==> config.mk <==
export PLATFORM = sky130hd
export DESIGN_NAME = download_rate_average_estimator
export DESIGN_NICKNAME = d
export VERILOG_FILES = /design/src/hdl/drae_pkg.sv /design/src/hdl/drae_front.sv /design/src/hdl/drae_queue.sv /design/src/hdl/drae_divider.sv /design/src/hdl/drae_back.sv /design/src/hdl/download_rate_average_estimator.sv
export SDC_FILE = /design/constraint.sdc
export NUM_CORES = 2
export LEC_CHECK = 0
export CORE_MARGIN = 1
export CORE_UTILIZATION = 46
export CTS_CLUSTER_SIZE = 28
export DETAILED_ROUTE_END_ITERATION = 10
export DONT_BUFFER_PORTS = 1
export SYNTH_ARGS = -nofsm -noshare
export SYNTH_HDL_FRONTEND = slang
export SYNTH_HIERARCHICAL = 1
export SYNTH_SLANG_ARGS = --single-unit
export TNS_END_PERCENT = 1
==> constraint.sdc <==
create_clock -name i_clk -period 8.28 [get_ports i_clk]
set_clock_uncertainty 0.05 [all_clocks]
set_input_delay 0.828 -clock i_clk [delete_from_list [all_inputs] [get_ports i_clk]]
set_output_delay 0.828 -clock i_clk [all_outputs]
set_load 0.02 [all_outputs]
==> src/hdl/drae_pkg.sv <==
// Shared types and constants for the download rate average estimator.
package drae_pkg;

    localparam int unsigned BYTES_W      = 32;
    localparam int unsigned TIME_W       = 32;
    // byte_count * 8000 always fits in 45 bits.
    localparam int unsigned SCALED_W     = 45;
    localparam int unsigned SCALE        = 8000;
    localparam int unsigned PERIOD_W     = 8;
    localparam int unsigned PERIOD_RESET = 5;
    localparam int unsigned QUEUE_DEPTH  = 2;
    localparam int unsigned PRDATA_W     = 32;
    localparam int unsigned PADDR_W      = 3;

    localparam logic [PADDR_W-1:0] ADDR_PUBLISH_PERIOD = 3'd0;

    // One classified word waiting for the back end.
    typedef struct packed {
        logic                ignored;
        logic [SCALED_W-1:0] dividend;
        logic [TIME_W-1:0]   divisor;
    } t_item;

    typedef struct packed {
        logic busy;
        logic done;
    } t_div_status;

    typedef enum logic [1:0] {
        ST_IDLE,
        ST_RATE_DIV,
        ST_AVG_DIV
    } t_back_state;

endpackage

==> src/hdl/drae_front.sv <==
// Front end: accepts download reports, flags zero durations and scales the byte count.
module drae_front (
    input  logic                                  push,
    output logic                                  full,
    input  logic [drae_pkg::BYTES_W-1:0]          i_byte_count,
    input  logic [drae_pkg::TIME_W-1:0]           i_elapsed_time,
    input  logic                                  i_q_full,
    output logic                                  o_q_push,
    output drae_pkg::t_item                       o_q_item
);

    assign full     = i_q_full;
    assign o_q_push = push && !i_q_full;

    always_comb begin
        o_q_item.ignored  = (i_elapsed_time == '0);
        o_q_item.dividend = drae_pkg::SCALED_W'(i_byte_count)
                          * drae_pkg::SCALED_W'(drae_pkg::SCALE);
        o_q_item.divisor  = i_elapsed_time;
    end

endmodule

==> src/hdl/drae_queue.sv <==
// Short queue of classified words between the front end and the back end.
module drae_queue (
    input  logic            i_clk,
    input  logic            i_rst_n,
    input  logic            i_push,
    input  drae_pkg::t_item i_item,
    output logic            o_full,
    input  logic            i_pop,
    output logic            o_empty,
    output drae_pkg::t_item o_head
);

    localparam int unsigned PTR_W = (drae_pkg::QUEUE_DEPTH > 1) ?
                                    $clog2(drae_pkg::QUEUE_DEPTH) : 1;
    localparam int unsigned CNT_W = $clog2(drae_pkg::QUEUE_DEPTH + 1);

    drae_pkg::t_item  r_mem [drae_pkg::QUEUE_DEPTH];
    logic [PTR_W-1:0] r_wr_ptr, n_wr_ptr;
    logic [PTR_W-1:0] r_rd_ptr, n_rd_ptr;
    logic [CNT_W-1:0] r_count,  n_count;
    logic             wr_en, rd_en;

    assign o_full  = (r_count == CNT_W'(drae_pkg::QUEUE_DEPTH));
    assign o_empty = (r_count == '0);
    assign o_head  = r_mem[r_rd_ptr];
    assign wr_en   = i_push && !o_full;
    assign rd_en   = i_pop && !o_empty;

    always_comb begin
        n_wr_ptr = r_wr_ptr;
        n_rd_ptr = r_rd_ptr;
        n_count  = r_count;
        if (wr_en) begin
            n_wr_ptr = (r_wr_ptr == PTR_W'(drae_pkg::QUEUE_DEPTH - 1)) ? '0 : r_wr_ptr + 1'b1;
        end
        if (rd_en) begin
            n_rd_ptr = (r_rd_ptr == PTR_W'(drae_pkg::QUEUE_DEPTH - 1)) ? '0 : r_rd_ptr + 1'b1;
        end
        if (wr_en && !rd_en) begin
            n_count = r_count + 1'b1;
        end else if (rd_en && !wr_en) begin
            n_count = r_count - 1'b1;
        end
    end

    always_ff @(posedge i_clk) begin
        if (!i_rst_n) begin
            r_wr_ptr <= '0;
            r_rd_ptr <= '0;
            r_count  <= '0;
        end else begin
            r_wr_ptr <= n_wr_ptr;
            r_rd_ptr <= n_rd_ptr;
            r_count  <= n_count;
        end
    end

    always_ff @(posedge i_clk) begin
        if (wr_en) begin
            r_mem[r_wr_ptr] <= i_item;
        end
    end

endmodule

==> src/hdl/drae_divider.sv <==
// Restoring divider producing one quotient bit per cycle.
module drae_divider #(
    parameter int unsigned NUM_W = 48,
    parameter int unsigned DEN_W = 33
) (
    input  logic                  i_clk,
    input  logic                  i_rst_n,
    input  logic                  i_start,
    input  logic [NUM_W-1:0]      i_numer,
    input  logic [DEN_W-1:0]      i_denom,
    output logic [NUM_W-1:0]      o_quot,
    output drae_pkg::t_div_status o_status
);

    localparam int unsigned CNT_W = $clog2(NUM_W + 1);

    logic [NUM_W-1:0] r_num, n_num;
    logic [DEN_W-1:0] r_rem, n_rem;
    logic [DEN_W-1:0] r_den, n_den;
    logic [CNT_W-1:0] r_count, n_count;
    logic             r_busy, n_busy;
    logic             r_done, n_done;
    logic [DEN_W:0]   shifted;

    assign o_quot          = r_num;
    assign o_status.busy   = r_busy;
    assign o_status.done   = r_done;
    assign shifted         = {r_rem, r_num[NUM_W-1]};

    always_comb begin
        n_num   = r_num;
        n_rem   = r_rem;
        n_den   = r_den;
        n_count = r_count;
        n_busy  = r_busy;
        n_done  = 1'b0;
        if (r_busy) begin
            // The partial remainder stays below the divisor, so DEN_W bits hold it.
            if (shifted >= {1'b0, r_den}) begin
                n_rem = DEN_W'(shifted - {1'b0, r_den});
                n_num = {r_num[NUM_W-2:0], 1'b1};
            end else begin
                n_rem = shifted[DEN_W-1:0];
                n_num = {r_num[NUM_W-2:0], 1'b0};
            end
            n_count = r_count - 1'b1;
            if (r_count == CNT_W'(1)) begin
                n_busy = 1'b0;
                n_done = 1'b1;
            end
        end else if (i_start) begin
            n_num   = i_numer;
            n_den   = i_denom;
            n_rem   = '0;
            n_count = CNT_W'(NUM_W);
            n_busy  = 1'b1;
        end
    end

    always_ff @(posedge i_clk) begin
        if (!i_rst_n) begin
            r_busy  <= 1'b0;
            r_done  <= 1'b0;
            r_count <= '0;
        end else begin
            r_busy  <= n_busy;
            r_done  <= n_done;
            r_count <= n_count;
        end
    end

    always_ff @(posedge i_clk) begin
        r_num <= n_num;
        r_rem <= n_rem;
        r_den <= n_den;
    end

endmodule

==> src/hdl/drae_back.sv <==
// Back end: sequences the two divisions, updates the average and holds the result word.
module drae_back #(
    parameter int unsigned RATE_WIDTH  = 48,
    parameter int unsigned COUNT_WIDTH = 32,
    parameter int unsigned DIV_W       = 33
) (
    input  logic                           i_clk,
    input  logic                           i_rst_n,
    input  logic [drae_pkg::PERIOD_W-1:0]  i_publish_period,
    input  logic                           i_q_empty,
    input  drae_pkg::t_item                i_q_head,
    output logic                           o_q_pop,
    output logic                           o_div_start,
    output logic [RATE_WIDTH-1:0]          o_div_numer,
    output logic [DIV_W-1:0]               o_div_denom,
    input  logic [RATE_WIDTH-1:0]          i_div_quot,
    input  drae_pkg::t_div_status          i_div_status,
    output logic                           empty,
    input  logic                           pop,
    output logic [RATE_WIDTH-1:0]          o_published_rate,
    output logic [RATE_WIDTH-1:0]          o_average_rate,
    output logic                           o_sample_ignored,
    output logic                           o_rate_published
);

    localparam int unsigned PW = drae_pkg::PERIOD_W;

    drae_pkg::t_back_state   r_state, n_state;
    logic [RATE_WIDTH-1:0]   r_avg, n_avg;
    logic [COUNT_WIDTH-1:0]  r_samples, n_samples;
    logic [PW-1:0]           r_phase, n_phase;
    logic [RATE_WIDTH-1:0]   r_published, n_published;
    logic                    r_ge, n_ge;
    logic                    r_out_valid, n_out_valid;
    logic [RATE_WIDTH-1:0]   r_out_pub, n_out_pub;
    logic [RATE_WIDTH-1:0]   r_out_avg, n_out_avg;
    logic                    r_out_ign, n_out_ign;
    logic                    r_out_flag, n_out_flag;
    logic [PW:0]             phase_sum;
    logic [RATE_WIDTH-1:0]   avg_new;

    assign empty            = !r_out_valid;
    assign o_published_rate = r_out_pub;
    assign o_average_rate   = r_out_avg;
    assign o_sample_ignored = r_out_ign;
    assign o_rate_published = r_out_flag;

    assign phase_sum = {1'b0, r_phase} + 1'b1;
    assign avg_new   = r_ge ? r_avg + i_div_quot : r_avg - i_div_quot;

    always_comb begin
        n_state     = r_state;
        n_avg       = r_avg;
        n_samples   = r_samples;
        n_phase     = r_phase;
        n_published = r_published;
        n_ge        = r_ge;
        n_out_valid = r_out_valid;
        n_out_pub   = r_out_pub;
        n_out_avg   = r_out_avg;
        n_out_ign   = r_out_ign;
        n_out_flag  = r_out_flag;
        o_q_pop     = 1'b0;
        o_div_start = 1'b0;
        o_div_numer = '0;
        o_div_denom = '0;

        if (pop && r_out_valid) begin
            n_out_valid = 1'b0;
        end

        unique case (r_state)
            drae_pkg::ST_IDLE: begin
                // A new word is taken only once the previous result has left.
                if (!i_q_empty && !r_out_valid) begin
                    o_q_pop = 1'b1;
                    if (i_q_head.ignored) begin
                        n_out_valid = 1'b1;
                        n_out_pub   = r_published;
                        n_out_avg   = r_avg;
                        n_out_ign   = 1'b1;
                        n_out_flag  = 1'b0;
                    end else begin
                        o_div_start = 1'b1;
                        o_div_numer = RATE_WIDTH'(i_q_head.dividend);
                        o_div_denom = DIV_W'(i_q_head.divisor);
                        n_state     = drae_pkg::ST_RATE_DIV;
                    end
                end
            end
            drae_pkg::ST_RATE_DIV: begin
                if (i_div_status.done) begin
                    o_div_start = 1'b1;
                    o_div_denom = DIV_W'(r_samples) + 1'b1;
                    if (i_div_quot >= r_avg) begin
                        n_ge        = 1'b1;
                        o_div_numer = i_div_quot - r_avg;
                    end else begin
                        n_ge        = 1'b0;
                        o_div_numer = r_avg - i_div_quot;
                    end
                    n_state = drae_pkg::ST_AVG_DIV;
                end
            end
            drae_pkg::ST_AVG_DIV: begin
                if (i_div_status.done) begin
                    n_avg = avg_new;
                    if (!(&r_samples)) begin
                        n_samples = r_samples + 1'b1;
                    end
                    n_out_flag = 1'b0;
                    n_out_pub  = r_published;
                    if (phase_sum >= {1'b0, i_publish_period}) begin
                        n_phase     = '0;
                        n_published = avg_new;
                        n_out_flag  = 1'b1;
                        n_out_pub   = avg_new;
                    end else begin
                        n_phase = phase_sum[PW-1:0];
                    end
                    n_out_valid = 1'b1;
                    n_out_avg   = avg_new;
                    n_out_ign   = 1'b0;
                    n_state     = drae_pkg::ST_IDLE;
                end
            end
            default: begin
                n_state = drae_pkg::ST_IDLE;
            end
        endcase
    end

    always_ff @(posedge i_clk) begin
        if (!i_rst_n) begin
            r_state     <= drae_pkg::ST_IDLE;
            r_avg       <= '0;
            r_samples   <= '0;
            r_phase     <= '0;
            r_published <= '0;
            r_out_valid <= 1'b0;
        end else begin
            r_state     <= n_state;
            r_avg       <= n_avg;
            r_samples   <= n_samples;
            r_phase     <= n_phase;
            r_published <= n_published;
            r_out_valid <= n_out_valid;
        end
    end

    always_ff @(posedge i_clk) begin
        r_ge       <= n_ge;
        r_out_pub  <= n_out_pub;
        r_out_avg  <= n_out_avg;
        r_out_ign  <= n_out_ign;
        r_out_flag <= n_out_flag;
    end

endmodule

==> src/hdl/download_rate_average_estimator.sv <==
// Top level of the download rate average estimator.
//
// Input channel: one word per finished download (byte count, elapsed time),
// taken when push is high and full is low. A two-entry queue sits behind
// the front end, so up to two words are accepted while the back end works.
// Result channel: one word per input word, in order, shown while empty is
// low and taken when pop is high. A word with zero elapsed time goes through
// the queue and then the output register when the back end is idle and holds
// no result; any other word goes through the shared one-bit-per-cycle divider,
// which runs once for the sample rate and once for the averaging step.
// Words are handled one at a time: a new word is taken from the queue only
// after the previous result has been popped. If the receiver does not pop,
// the back end holds its result and stops; the queue then fills and full rises.
// publish_period is written through the APB port at byte address 0; the user
// must write it only while the block is idle; the block itself does not enforce this.
// Reset (synchronous, active low) clears the average, the sample count, the
// phase and the published rate, and sets the period to 5.
module download_rate_average_estimator #(
    parameter int unsigned RATE_WIDTH  = 48,
    parameter int unsigned COUNT_WIDTH = 32
) (
    input  logic                               i_clk,
    input  logic                               i_rst_n,
    input  logic                               push,
    output logic                               full,
    input  logic [drae_pkg::BYTES_W-1:0]       i_byte_count,
    input  logic [drae_pkg::TIME_W-1:0]        i_elapsed_time,
    output logic                               empty,
    input  logic                               pop,
    output logic [RATE_WIDTH-1:0]              o_published_rate,
    output logic [RATE_WIDTH-1:0]              o_average_rate,
    output logic                               o_sample_ignored,
    output logic                               o_rate_published,
    input  logic                               psel,
    input  logic                               penable,
    input  logic                               pwrite,
    input  logic [drae_pkg::PADDR_W-1:0]       paddr,
    input  logic [drae_pkg::PRDATA_W-1:0]      pwdata,
    output logic [drae_pkg::PRDATA_W-1:0]      prdata,
    output logic                               pready
);

    localparam int unsigned DIV_W = (COUNT_WIDTH + 1 > drae_pkg::TIME_W) ?
                                    COUNT_WIDTH + 1 : drae_pkg::TIME_W;

    logic [drae_pkg::PERIOD_W-1:0] r_publish_period;
    logic                          q_full, q_empty, q_push, q_pop;
    drae_pkg::t_item               q_in_item, q_head;
    logic                          div_start;
    logic [RATE_WIDTH-1:0]         div_numer, div_quot;
    logic [DIV_W-1:0]              div_denom;
    drae_pkg::t_div_status         div_status;

    assign pready = 1'b1;
    assign prdata = (paddr == drae_pkg::ADDR_PUBLISH_PERIOD) ?
                    drae_pkg::PRDATA_W'(r_publish_period) : '0;

    always_ff @(posedge i_clk) begin
        if (!i_rst_n) begin
            r_publish_period <= drae_pkg::PERIOD_W'(drae_pkg::PERIOD_RESET);
        end else if (psel && penable && pwrite && pready
                     && paddr == drae_pkg::ADDR_PUBLISH_PERIOD) begin
            r_publish_period <= pwdata[drae_pkg::PERIOD_W-1:0];
        end
    end

    drae_front u_front (
        .push           (push),
        .full           (full),
        .i_byte_count   (i_byte_count),
        .i_elapsed_time (i_elapsed_time),
        .i_q_full       (q_full),
        .o_q_push       (q_push),
        .o_q_item       (q_in_item)
    );

    drae_queue u_queue (
        .i_clk   (i_clk),
        .i_rst_n (i_rst_n),
        .i_push  (q_push),
        .i_item  (q_in_item),
        .o_full  (q_full),
        .i_pop   (q_pop),
        .o_empty (q_empty),
        .o_head  (q_head)
    );

    drae_divider #(
        .NUM_W (RATE_WIDTH),
        .DEN_W (DIV_W)
    ) u_divider (
        .i_clk    (i_clk),
        .i_rst_n  (i_rst_n),
        .i_start  (div_start),
        .i_numer  (div_numer),
        .i_denom  (div_denom),
        .o_quot   (div_quot),
        .o_status (div_status)
    );

    drae_back #(
        .RATE_WIDTH  (RATE_WIDTH),
        .COUNT_WIDTH (COUNT_WIDTH),
        .DIV_W       (DIV_W)
    ) u_back (
        .i_clk            (i_clk),
        .i_rst_n          (i_rst_n),
        .i_publish_period (r_publish_period),
        .i_q_empty        (q_empty),
        .i_q_head         (q_head),
        .o_q_pop          (q_pop),
        .o_div_start      (div_start),
        .o_div_numer      (div_numer),
        .o_div_denom      (div_denom),
        .i_div_quot       (div_quot),
        .i_div_status     (div_status),
        .empty            (empty),
        .pop              (pop),
        .o_published_rate (o_published_rate),
        .o_average_rate   (o_average_rate),
        .o_sample_ignored (o_sample_ignored),
        .o_rate_published (o_rate_published)
    );

endmodule

# --- Word level (Yosys, flattened, before mapping) ---
# Memories as Yosys holds them, arrays and structs flattened. A register that Yosys moved wholly into a read port is not among the register bits.
# Cells that the tools add are included.
# Widths: inputs -> output; s select.
op_classes:
  magnitude_cmp: 3
  eq_ne: 9
  reduce_logical: 30
  n_div: 0
  n_mux: 67
  n_shift: 0
  multipliers: 1
  bitwise: 2
  addsub: 12
ops:
  columns: ["operator", "n"]
  rows:
  - ["$mux 48", 13]
  - ["$pmux 48 s2", 3]
  - ["$mux 33", 5]
  - ["$sub 48x48->48", 2]
  - ["$pmux 33 s2", 1]
  - ["$add 48x48->48", 1]
  - ["$ge 48x48->1", 1]
  - ["$mux 45", 1]
  - ["$mul 32x7->39 const B", 1]
  - ["$ge 34x33->1", 1]
  - ["$add 32x1->33 const B", 1]
  - ["$sub 33x33->33", 1]
  - ["$add 32x1->32 const B", 1]
  - ["$logic_not 32->1", 1]
  - ["$mux 32", 1]
  - ["$reduce_and 32->1", 1]
  - ["$mux 1", 28]
  - ["$mux 8", 2]
  - ["$mux 2", 6]
  - ["$mux 6", 2]
  - ["$logic_and 1x1->1", 10]
  - ["$add 8x1->9 const B", 1]
  - ["$ge 9x8->1", 1]
  - ["$ne 2x2->1 const B", 4]
  - ["18 further kinds", 35]
word_totals:
  memories: 1
  elab_cells: 146
  latchBits: 0
  romBits: 0
  mem_bits_rw: 144
  out_inout_bits: 133
  ff_bits: 372
memory_table:
  columns: ["memory", "depth", "width", "rd", "rd_ports_with_merged_regs", "write_ports", "line", "text"]
  rows:
  - ["u_queue.r_mem", 2, 72, 1, 1, 1, "drae_queue.sv:17", "drae_pkg::t_item r_mem [drae_pkg::QUEUE_DEPTH];"]

# --- Depth between registers and ports, before layout ---
depth:
  ltp_word: 9
  mapped_depth: 19
  ltp_nobuf: 17

# --- Cells and area by module ---
# The synthesis kept the hierarchy.
modules_own_cells:
  columns: ["module", "cells_per_inst", "area_per_inst_um2", "instances"]
  rows:
  - ["drae_back", 2576, 19622.6, 1]
  - ["drae_divider", 623, 6955.4, 1]
  - ["drae_queue", 268, 5941.9, 1]
  - ["drae_front", 648, 5909.4, 1]
  - ["download_rate_average_estimator", 73, 604.3, 1]

# --- Worst setup path before layout ---
# OpenSTA, ideal clock, no wires.
synth_timing:
  path_type: "register -> register"
  from: "reg with a tool-made name"
  to: "reg u_back.r_out_avg[0], in the netlist u_back/o_average_rate[0] (enable)"
  path_stages_with_launch: 7
  t_arrival_ps: 5127
  path_slack_ps: 2548
  synth_period_minus_slack_ps: 5732
  cell_sequence: "dfxtp_1 -> buf_6 -> buf_6 -> mux2_2 -> nor4b_1 -> a21oi_1 -> nor2_1"
synth_rtl:
  columns: ["element", "line", "text"]
  rows:
  - ["end signal, assigned", "drae_back.sv:154", "r_out_avg <= n_out_avg;"]
  - ["end, declared", "drae_back.sv:36", "logic [RATE_WIDTH-1:0] r_out_avg, n_out_avg;"]

# --- Worst setup path after layout ---
layout_timing:
  from: "reg u_divider.r_num[14], in the netlist u_divider/o_quot[14]"
  to: "reg u_divider.r_num[16], in the netlist u_divider/o_quot[16] (data pin)"
layout_between:
  elab_chain_cells: 6
  elab_cells_between_ends: 8
layout_lines:
  columns: ["element", "line", "text"]
  rows:
  - ["start, declared", "drae_divider.sv:17", "logic [NUM_W-1:0] r_num, n_num;"]
  - ["start signal, assigned", "drae_divider.sv:73", "r_num <= n_num;"]
  - ["$sub 48x48->48, or another cell as far along", "drae_back.sv:100", "o_div_numer = r_avg - i_div_quot;"]
  - ["$mux 48 (*)", "drae_back.sv:95", "if (i_div_quot >= r_avg) begin"]
  - ["$mux 48 (*)", "drae_back.sv:92", "if (i_div_status.done) begin"]
  - ["$pmux 48 s2 (*)", "drae_back.sv:72", "unique case (r_state)"]
  - ["net div_numer[16]", "download_rate_average_estimator.sv:50", "logic [RATE_WIDTH-1:0] div_numer, div_quot;"]
  - ["$mux 48 (*)", "drae_divider.sv:51", "end else if (i_start) begin"]
  - ["$mux 48 (*)", "drae_divider.sv:37", "if (r_busy) begin"]
  - ["net u_divider.n_num[16]", "drae_divider.sv:17", null]
# The timed path passes the listed nets; every way through them passes the cells marked *. The select of a mux whose other input is x is not followed.
# A chain may end at the register's enable or synchronous reset.

==> flow_summary.yaml <==
status:
  outcome: "finished, final reports clean"
drt:
  wl_mm: 106.5
  ant_nets: 0
  avgRoutedWirePerCell_um: 20.37
  dr.pass1.iters: 5
  dr.first_iter.drc_count: 2448
  vias_per_cell: 5.648
  remaining_drc_errors: 0
  num_vias: 29531
cells_and_area:
  layout-drive-gt1-share: 0.07863
  num-fill-cells: 7948
  final_util: 0.4938
  final_cell_mix: "nand2_1, inv_1, edfxtp_1"
  diodes: 0
  finalNetCount: 4545
  mostFrequentLayoutCell: "nand2_1"
  area_growth_pct: 6.066
job:
  maxCapViolations: 0
floorplanning:
  io-pin-count: 239
  initial_utilization: 0.4656
  die_y_um: 293.3
  dieArea_sq_mm: 0.08601
  num_rows: 106
  fp.dieW_um: 293.3
  core_region_area_sq_mm: 0.08382
clock_tree:
  cts_root_buf: "clkbuf_16"
  clk_latency_ns: 0.64
  cts_buffers: 59
  cts_setup_buffers: 0
  cts_resized: 0
  cts_tree: "done"
  cts_sinks: 529
  cts_hold_buf: 0
  cts.htree.levels: 2
  clk_path_buf_depth: 3
  clk_pin_slew_ns: 0.06
grt:
  grt_usage: 0.2430
  grt_pass1_vias: 27900
  grt_max_degree: 172
  grt_pass1_wl_mm: 163.7
  antenna_found_initial: 1
  overflow: 0
sta:
  fmax_mhz: 194.4
  period_share: 0.6212
  finalHoldViolCount: 0
  finalSetupViolCount: 0
  maxSlewHeadroom: 0.2940
  min_period_ns: 5.144
  drv_slew: 0
  rsz0062_at_grt: "no"
  worst_slack_ns: 3.136
  tightest_slew_ns: 1.049
  tns_ns: 0
power:
  ir_worst_vdd_mv: 0.2214
  power.share.switching: 0.4515
  p_leak_nw: 16.32
  p_sw_mw: 7.076
  intPower_mw: 8.597
  combPwrFrac: 0.543
  p_per_area_mw_per_mm2: 378.6
  power_frac_clock: 0.169
  power_frac_seq: 0.288
setup_path:
  r2r_end: "u_divider/o_quot[16]"
  cp_max_fo: 37
  arrival_ns: 5.48
  r2r_setup_slack_ns: 3.14
  cp-start-kind: "register"
  crit_type: "register to register"
  reg2regPathDepth: 15
  required_ns: 8.62
  end_kind: "register"
  timing.rr.start: "u_divider/o_quot[14]"
yosys:
  post_synth.cell_area_avg_sq_um: 9.321
  synth_cells: 4187
  syn_area_sq_mm: 0.03903
  ys_warn_count: 6
hold_path:
  hold_path_depth: 1
  min_to: "r_publish_period[2]"
  min_from: "i_rst_n"
  hold_path.class: "input pin to register"
placement:
  place_ws_ns: 2.909
  hpwlAfterDp_mm: 80.23
  globalplace.congestion: 0.9599
  portBuffers: 0
==> worst max-delay path, stage by stage, from the launching register on <==
cell	delay, ns
edfxtp_1	0.44
inv_1	0.07
ha_1	0.61
nand2_1	0.31
nor2_1	0.47
nand2_1	0.10
o211ai_1	0.44
and3_1	0.28
o21ai_1	0.06
or3b_1	0.19
a21oi_2	0.08
inv_4	0.55
mux2_4	0.38
or3_1	0.33
a32o_1	0.25
mux2_2	0.26
==> state kept, by name, summed over array words and instances, names as in the netlist, 2 cells and up, named ones only <==
signal,cells
u_queue/r_mem,156
u_back/o_average_rate,48
u_back/o_published_rate,48
u_back/r_avg,48
u_back/r_published,48
u_divider/o_quot,48
u_divider/r_den,33
u_divider/r_rem,33
u_back/r_samples,32
r_publish_period,8
u_back/r_phase,8
u_divider/r_count,6
u_back/r_state,2
u_queue/r_count,2
==> layer usage <==
metal | GRT usage | up-vias | part of all wire
li1 | - | 14236 | -
met1 | 0.3687 | 14179 | 0.49
met2 | 0.3541 | 980 | 0.41
met3 | 0.04440 | 134 | 0.078
met4 | 0.05818 | 2 | 0.023
met5 | 0 | - | 0.00016
==> cell type report <==
| cell class | instances | area, sq um | share of cell area |
|---|---|---|---|
| multi-input cells | 3031 | 22020 | 0.5319 |
| flip-flops and latches | 529 | 14290 | 0.3453 |
| clock buffers | 84 | 1662 | 0.04014 |
| inverters | 395 | 1486 | 0.03591 |
| well taps | 1134 | 1419 | 0.03428 |
| clock inverters | 28 | 306.5 | 0.007406 |
| repair buffers | 28 | 210.2 | 0.005078 |
==> power by group through the flow <==
stage / Combinational (mW) / Clock, mW / Sequential [mW]
floorplan: 6.41 / 0 / 4.44
global placement: 8.32 / 0 / 4.56
detailed placement: 8.36 / 0 / 4.58
CTS: 8.42 / 2.71 / 4.53
global route: 9.33 / 2.80 / 4.60
finish: 8.51 / 2.64 / 4.52
==> through the flow <==
step                cells  hold WS, ns  total power [mW]  area [sq um]
finish               5229       0.2248             15.67         41390
global route         5229       0.1884             16.74         41390
CTS                  5229       0.1779             15.66         41390
detailed placement   5117       0.4058             12.94         39430
global placement     5117       0.3990             12.87         39430
floorplan            4215       0.3889             10.85         39130
==> worst max path at each step <==
stage,cells past startpoint,to,startpoint,slack [ns]
global placement,15,u_queue/r_mem[0][75],i_byte_count[21],2.96
global route,15,u_divider/o_quot[16],u_divider/o_quot[14],2.99
detailed placement,15,u_queue/r_mem[1][75],i_byte_count[21],2.91
CTS,15,u_divider/o_quot[16],u_divider/o_quot[14],3.27
floorplan,6,u_back/o_average_rate[0],register,2.55
finish,15,u_divider/o_quot[16],u_divider/o_quot[14],3.14
(Power assumes the default switching activity.)
